[config.mk]
export PLATFORM = sky130hd
export DESIGN_NAME = sorted_min_priority_queue
export DESIGN_NICKNAME = d
export VERILOG_FILES = /design/src/spq_pkg.sv /design/src/spq_cell.sv /design/src/sorted_min_priority_queue.sv
export SDC_FILE = /design/constraint.sdc
export NUM_CORES = 2
export LEC_CHECK = 0
export BUFFER_PORTS_ARGS = -buffer_cell sky130_fd_sc_hd__buf_2
export CORE_AREA = 2 2 396 398
export DETAILED_ROUTE_END_ITERATION = 10
export DIE_AREA = 0 0 398 400
export GPL_TIMING_DRIVEN = 0
export PLACE_DENSITY = 0.36
export SYNTH_ARGS = -nofsm -noshare
export SYNTH_HDL_FRONTEND = slang
export SYNTH_SLANG_ARGS = --single-unit
[constraint.sdc]
create_clock -name clk -period 8.35 [get_ports clk]
set_clock_uncertainty 0.15 [all_clocks]
set_input_delay 0.835 -clock clk [delete_from_list [all_inputs] [get_ports clk]]
set_output_delay 0.835 -clock clk [all_outputs]
set_load 0.02 [all_outputs]
[src/spq_pkg.sv]
// types and codes shared by the sorted min priority queue modules
// no dependencies
package spq_pkg;

	localparam int KEY_W = 32;
	localparam int OCC_W = 5;

	typedef logic signed [KEY_W-1:0] key_t;
	typedef logic [OCC_W-1:0] occ_t;

	typedef enum logic {
		ACT_INSERT  = 1'b0,
		ACT_EXTRACT = 1'b1
	} action_t;

	typedef enum logic [1:0] {
		ST_OK    = 2'd0,
		ST_EMPTY = 2'd1,
		ST_FULL  = 2'd2
	} status_t;

	typedef struct packed {
		action_t action;
		key_t    key;
	} req_t;

	typedef struct packed {
		key_t    result_key;
		status_t status;
		occ_t    occupancy;
	} rsp_t;

	// what one cell shows its neighbors
	typedef struct packed {
		logic lt;
		key_t key;
	} link_t;

endpackage

[src/spq_cell.sv]
// one slot of the sorted register chain
// depends on spq_pkg
module spq_cell import spq_pkg::*; (
	input  logic  clk,
	input  logic  ins_en,
	input  logic  ext_en,
	input  key_t  new_key,
	input  logic  occ,
	input  link_t left,
	input  key_t  right_key,
	output link_t link
);

	key_t key_q;

	assign link.key = key_q;
	assign link.lt  = occ && (key_q < new_key);

	// ext takes right key; insert keeps smaller key, else new/left key
	always_ff @(posedge clk) begin
		if (ext_en) begin
			key_q <= right_key;
		end else if (ins_en && !link.lt) begin
			key_q <= left.lt ? new_key : left.key;
		end
	end

endmodule

[src/sorted_min_priority_queue.sv]
// Sorted min priority queue: a row of key cells kept in ascending order.
// Input channel req (req_valid/req_ready) carries an action and a signed
// key; output channel rsp (rsp_valid/rsp_ready) carries result_key, status
// and occupancy, one result item per input item, in order.
// An insert places its key in sorted position: every cell compares its own
// key with the new one in the same cycle and keeps, takes the new key or
// takes its left neighbor's key. An extract returns the head cell and every
// cell takes its right neighbor's key.
// rsp_valid rises in the cycle after acceptance; one item is taken
// every cycle as long as the output register is free or being drained,
// since the chain of cells finishes each item in its accepting cycle.
// An extract from an empty queue returns -1 with the empty status; an
// insert into a queue holding DEPTH keys is dropped with the full status.
// Reset empties the queue and the output register; the cell keys are not
// cleared, only the fill count is. When rsp_ready is low with a result
// waiting, req_ready drops and the queue holds its state.
// depends on spq_pkg and spq_cell
module sorted_min_priority_queue import spq_pkg::*; #(
	parameter int DEPTH = 16
) (
	input  logic clk,
	input  logic arst_n,
	input  logic req_valid,
	output logic req_ready,
	input  req_t req,
	output logic rsp_valid,
	input  logic rsp_ready,
	output rsp_t rsp
);

	localparam int CW = $clog2(DEPTH + 1);

	logic [CW-1:0] cnt_q, cnt_d;
	logic          accept, is_ext, empty, full, ins_en, ext_en;
	logic          rsp_valid_q;
	rsp_t          rsp_q, rsp_d;
	link_t         lnk [DEPTH];
	link_t         left_l [DEPTH];
	key_t          right_k [DEPTH];
	logic [DEPTH-1:0] occ;

	assign req_ready = !rsp_valid_q || rsp_ready;
	assign accept    = req_valid && req_ready;
	assign is_ext    = (req.action == ACT_EXTRACT);
	assign empty     = (cnt_q == '0);
	assign full      = (cnt_q == CW'(DEPTH));
	assign ins_en    = accept && !is_ext && !full;
	assign ext_en    = accept && is_ext && !empty;

	for (genvar i = 0; i < DEPTH; i++) begin : g_cell
		assign occ[i] = (cnt_q > CW'(i));
		if (i == 0) begin : g_head
			assign left_l[i] = '{lt: 1'b1, key: '0};
		end else begin : g_body
			assign left_l[i] = lnk[i-1];
		end
		if (i == DEPTH - 1) begin : g_tail
			assign right_k[i] = '0;
		end else begin : g_mid
			assign right_k[i] = lnk[i+1].key;
		end
		spq_cell u_cell (
			.clk       (clk),
			.ins_en    (ins_en),
			.ext_en    (ext_en),
			.new_key   (req.key),
			.occ       (occ[i]),
			.left      (left_l[i]),
			.right_key (right_k[i]),
			.link      (lnk[i])
		);
	end

	always_comb begin
		cnt_d = cnt_q;
		rsp_d = '{result_key: '0, status: ST_OK, occupancy: '0};
		if (is_ext) begin
			if (empty) begin
				rsp_d.result_key = '1;
				rsp_d.status     = ST_EMPTY;
			end else begin
				rsp_d.result_key = lnk[0].key;
				cnt_d            = cnt_q - 1'b1;
			end
		end else begin
			if (full) begin
				rsp_d.status = ST_FULL;
			end else begin
				cnt_d = cnt_q + 1'b1;
			end
		end
		rsp_d.occupancy = occ_t'(cnt_d);
	end

	always_ff @(posedge clk or negedge arst_n) begin
		if (!arst_n) begin
			cnt_q       <= '0;
			rsp_valid_q <= 1'b0;
		end else begin
			if (accept) begin
				cnt_q       <= cnt_d;
				rsp_valid_q <= 1'b1;
			end else if (rsp_ready) begin
				rsp_valid_q <= 1'b0;
			end
		end
	end

	always_ff @(posedge clk) begin
		if (accept) begin
			rsp_q <= rsp_d;
		end
	end

	assign rsp_valid = rsp_valid_q;
	assign rsp       = rsp_q;

endmodule

# Word level (Yosys, flattened, before mapping)
# Cells that the tools add are included.
[totals] register_bits=557 inputBits=37 output_inout_bits=41 elab_cells=185
[op_classes] n_addsub=2 magnitude_cmp=32 eq_ne=1 muxes=54 reduce_logical=75
[op_table] op="$mux 32" n=46
[op_table] op="$lt 32x32->1" n=16
[op_table] op="$gt 5x4->1 const B" n=8
[op_table] op="$logic_and 1x1->1" n=37
[op_table] op="$reduce_bool 2->1" n=16
[op_table] op="$gt 5x3->1 const B" n=4
[op_table] op="$logic_not 1->1" n=20
[op_table] op="$mux 5" n=3
[op_table] op="$gt 5x1->1 const B" n=2
[op_table] op="$gt 5x2->1 const B" n=2
[op_table] op="$add 5x1->5 const B" n=1
[op_table] op="$eq 5x5->1 const B" n=1
[op_table] op="$logic_not 5->1" n=1
[op_table] op="$sub 5x1->5 const B" n=1
[op_table] op="$mux 2" n=2
[op_table] op="$mux 1" n=3
[op_table] op="$logic_or 1x1->1" n=1

# Logic depth before layout (Yosys ltp)
[logic_depth] depth_word=8 ltp_mapped=13

# Hierarchy
# Synthesis repeated with hierarchy kept, for this count alone.
[hier_totals] cells_unflattened=4324 hier_area_um2=41432.2
[by_module_without_submodules] mod="spq_cell" instances=16 cells_per_inst=257 area_per_inst_um2=2453.6
[by_module_without_submodules] mod="sorted_min_priority_queue" instances=1 cells_per_inst=212 area_per_inst_um2=2174.6

# Worst setup path after synthesis
# Ideal clock, no wire load.
[synth_path] path_type="input port to flip-flop" startpoint="input port req[17] in the netlist's numbering" endpoint="register g_cell[3].u_cell.key_q[0], enable pin" arrival_time_ps=5696 required_ps=7734 path_slack_ps=2038 cell_stages=11 n_path_buf=2 cell_sequence="clkbuf_1 > inv_1 > ha_1 > a21oi_1 > o21ai_0 > a221o_1 > a2111o_1 > o21ai_0 > o31ai_4 > buf_4 > o21ai_0"
[synth_via] elab_chain_len=5
[synth_rtl] item="from (decl)" line="sorted_min_priority_queue.sv:25" rtl="input req_t req,"
[synth_rtl] item="$lt 32x32->1" line="spq_cell.sv:17" rtl="assign link.lt = occ && (key_q < new_key);"
[synth_rtl] item="$logic_and 1x1->1" line="spq_cell.sv:17"
[synth_rtl] item="$logic_not 1->1" line="spq_cell.sv:23" rtl="end else if (ins_en && !link.lt) begin"
[synth_rtl] item="$logic_and 1x1->1" line="spq_cell.sv:23"
[synth_rtl] item="$reduce_bool 2->1 (no source line)"
[synth_rtl] item="to (signal assigned)" line="spq_cell.sv:22" rtl="key_q <= right_key;"
[synth_rtl] item="to (signal assigned)" line="spq_cell.sv:24" rtl="key_q <= left.lt ? new_key : left.key;"
[synth_rtl] item="to (decl)" line="spq_cell.sv:14" rtl="key_t key_q;"
# No other way between the ends.
# A chain may end at the register's enable or synchronous reset.

# Final worst setup path
[layout_path] startpoint="input port req[25] in the netlist's numbering" endpoint="register g_cell[4].u_cell.key_q[6], enable pin"
[layout_via] elab_chain_len=5
[layout_rtl] item="$lt 32x32->1" line="spq_cell.sv:17"
[layout_rtl] item="$logic_and 1x1->1" line="spq_cell.sv:17"
[layout_rtl] item="$logic_not 1->1" line="spq_cell.sv:23"
[layout_rtl] item="$logic_and 1x1->1" line="spq_cell.sv:23"
[layout_rtl] item="$reduce_bool 2->1 (no source line)"
[layout_rtl] item="to (signal assigned)" line="spq_cell.sv:22"
[layout_rtl] item="to (signal assigned)" line="spq_cell.sv:24"
[layout_rtl] item="to (decl)" line="spq_cell.sv:14"
# No other way between the ends.

==> flow_metrics.env <==
export IMPL_clk_transition_reported_paths_ns=0.05
export IMPL_routed_wl_mm=144
export IMPL_drt_initial_drc_count=1804
export IMPL_net_switching_power_mw=5.21
export IMPL_critical_path_reg2reg_endpoint="g_cell[10].u_cell.key_q[5]"
export IMPL_first_global_vias=30739
export IMPL_synth_top_area_share_pct=40.5
export IMPL_cts_htree_levels=3
export IMPL_maxCapViolations=0
export IMPL_final_cycle_share_pct=77.7
export IMPL_grt_setup_unrepaired="no"
export IMPL_globalRouteTotalUtil_pct=17.9
export IMPL_share_seq_of_total_power_pct=36.3
export IMPL_mappedNetlistArea_sq_um=38500
export IMPL_critPathSlowestCell="nor4_1"
export IMPL_first_pass_iters=5
export IMPL_full_die_area_sq_um=159000
export IMPL_synth_top_flop_cell="edfxtp_1"
export IMPL_critPathCaptureType="flop"
export IMPL_rows=145
export IMPL_worstHoldEndpoint="rsp_valid"
export IMPL_synthTopCellsByCount="540 x nand2_1, 519 x edfxtp_1, 501 x ha_1, 476 x mux2i_1, 335 x o21ai_0"
export IMPL_placement_io_buffers=77
export IMPL_r2r_slack_ns=2.68
export IMPL_grt_max_degree=45
export IMPL_drcViolationCount=0
export IMPL_critical_path_cell_chain="buf_2 > clkbuf_1 > inv_1 > ha_1 > nand4_1 > nor4_1 > o211ai_1 > a21oi_1 > nor3_1 > nor3_2 > buf_4 > o21ai_4 > buf_12"
export IMPL_comb_power_share_pct=40.3
export IMPL_tritoncts_num_sinks=557
export IMPL_worst_path_largest_cell_delay_ns=1.01
export IMPL_fin_tns_setup_ns=0
export IMPL_finalWeightedCongestion=0.794
export IMPL_power_share_clock_pct=23.4
export IMPL_setup_viol_count_final=0
export IMPL_synth_top_area_cell="edfxtp_1"
export IMPL_timing_hold_worst_class="in -> reg"
export IMPL_initial_antenna_violation_count=15
export IMPL_synthArstFlopShare_pct=1.08
export IMPL_fin_util_pct=28.4
export IMPL_vias_per_cell=4.85
export IMPL_worstPathMaxFanout=26
export IMPL_synthesis_instances=3732
export IMPL_design_final_nets=4439
export IMPL_synthMostInstantiatedCell="nand2_1"
export IMPL_globalRoute_totalOverflow=0
export IMPL_clock_fmax_ghz=0.154
export IMPL_dieHeight_um=400
export IMPL_power_density_nw_per_um2=305
export IMPL_hpwl_mm=120
export IMPL_pin_slew_with_the_least_headroom_to_its_limit_ns=1.44
export IMPL_hold_path_depth=2
export IMPL_path_class="in -> reg"
export IMPL_antenna_violating_nets_post_route=0
export IMPL_clock_tree_root_cell="clkbuf_16"
export IMPL_crit_start="req[25]"
export IMPL_clock_tree_buffer_depth=3
export IMPL_leakagePower_nw=17.3
export IMPL_finish_cell_count_without_fillers=6019
export IMPL_wire_per_inst_um=23.9
export IMPL_postSynthAreaPerCell_sq_um=10.3
export IMPL_report_final_hold_viol_count=0
export IMPL_timing_final_crit_period_ns=6.48
export IMPL_cellInternalPower_mw=8.23
export IMPL_worst_endpoint_arrival_ns=6.73
export IMPL_min_from="req_valid"
export IMPL_cts_made_buffers=76
export IMPL_grt_pass1_wl_mm=209
export IMPL_post_cts_repair_setup_buffers=0
export IMPL_placed_cells=5880
export IMPL_core_region_area_sq_um=155000
export IMPL_ff2ff_path_depth=9
export IMPL_synth_ff_latch_count=557
export IMPL_switching_share_pct=38.8
export IMPL_dp_worst_setup_slack_ns=1.04
export IMPL_vias=29181
export IMPL_netlist_top_cells_area="edfxtp_1 41%, ha_1 16%, mux2i_1 12%"
export IMPL_maximum_vdd_drop_mv=0.152
export IMPL_yosysSeqAreaShare_pct=42.6
export IMPL_tritoncts="done"
export IMPL_setup_ws_ns=1.87
export IMPL_ys_types=74
export IMPL_post_route_cells_drive_above_1_share_pct=7.03
export IMPL_crit_required_ns=8.60
export IMPL_critPathLaunchType="input port"
export IMPL_yosysWarningCount=0
export IMPL_status="completed"
export IMPL_clk_lat_worst_skew_ns=0.66
export IMPL_final_report_max_slew_violation_count=0
export IMPL_io_pin_count=78
export IMPL_initial_core_util_pct=24.8
export IMPL_area_growth_synth_to_final_pct=14.7
export IMPL_chipWidth_um=398
export IMPL_timing_hold_ws_ns=0.243
export IMPL_synth_edf_count=519
export IMPL_syn_nets=4270
export IMPL_max_slew_margin_rel_pct=3.91
export IMPL_reg2reg_from="cnt_q[0]"
-- worst max-delay path by stage --
stage | to | cells after the start
global placement | g_cell[4].u_cell.key_q[6] | 12
detailed placement | g_cell[4].u_cell.key_q[6] | 13
finish | g_cell[4].u_cell.key_q[6] | 13
floorplan | g_cell[3].u_cell.key_q[0] | 11
CTS | g_cell[4].u_cell.key_q[18] | 13
global route | g_cell[11].u_cell.key_q[10] | 12
-- cells in the final DEF (no fill, tap or decap), types with 6 or more instances in the layout --
cell	count
edfxtp_1	519
dfrtp_1	6
nor2b_1	9
o21ai_4	9
nand3_1	42
nor2_1	175
nand2b_1	21
a2111oi_0	12
and3_1	7
clkinv_2	9
buf_2	96
buf_6	18
a211oi_1	8
ha_1	501
o21ai_0	326
clkbuf_1	173
nor3_1	15
dfxtp_1	32
clkinv_1	23
buf_4	13
buf_12	11
inv_1	41
a221oi_1	13
a21o_1	38
mux2i_1	476
o31ai_1	7
a221o_1	15
a21oi_1	309
nand4_1	48
a2111o_1	6
clkbuf_16	80
nand2_1	537
o21ai_1	162
o21a_1	56
o211ai_1	11
and4_1	35
a31oi_1	11
-- state kept, by name (all words and copies together) (netlist names) --
| register | flops |
|---|---|
| g_cell.u_cell.key_q | 512 |
| rsp | 39 |
| cnt_q | 5 |
| rsp_valid | 1 |
-- per-stage QoR --
step           power [mW]  cell area [sq um]
3_3_place_gp         10.3              41400
3_5_place_dp         10.4              41800
5_1_grt              14.4              44100
4_1_cts              13.6              44100
2_1_floorplan        8.59              38500
6_report             13.4              44100
-- logic make-up after synthesis --
family / count (synthesis) / share of synthesized area (%)
buffers and inverters: 254 / 3.02
flip-flops: 557 / 42.6
AO/OA/AOI/OAI: 1015 / 14.9
adder cells (fa/ha/maj): 501 / 16.3
AND/OR/NAND/NOR: 917 / 10.4
multiplexers: 486 / 12.7
XOR/XNOR: 2 / 0.0455
-- power by group through the flow --
stage | combinational [mW] | sequential (mW) | clock (mW)
after detailed placement | 5.48 | 4.93 | 0
after CTS | 5.51 | 4.87 | 3.25
final | 5.42 | 4.88 | 3.14
after global placement | 5.32 | 4.97 | 0
after floorplan | 3.87 | 4.72 | 0
after global routing | 6.08 | 4.97 | 3.34
-- worst max-delay path: cells and delay by family --
family | cells | cell delay [ns]
buffers and inverters | 5 | 2.38
and+or+nand+nor | 4 | 1.94
AOI/OAI and AO/OA | 3 | 0.88
adders and majority gates | 1 | 0.59
-- final cells by class --
cell class / count / area, sq um
fill: 16443 / 111000
multi-input combinational: 2921 / 21100
sequential: 557 / 16400
tap: 2058 / 2570
clock buffer: 100 / 2130
buffer: 212 / 1010
timing repair buffer: 91 / 648
clock inverter: 34 / 175
inverter: 42 / 159
antenna: 4 / 10.0
-- routing by layer --
metal	up-vias	wire length (um)	GRT usage [%]	part of all wire, %
met5	-	0	0	0
met4	0	3750	5.13	2.6
met3	149	5350	2.00	3.7
met2	513	65900	29.5	46
met1	14081	69000	24.7	48
li1	14438	-	-	-
-- what timing repair did --
action / CTS / global route
hold buffers: 1 / 0
hold endpoints to repair: 6 / 0
resized for setup: 0 / 0
(Power assumes the default switching activity.)
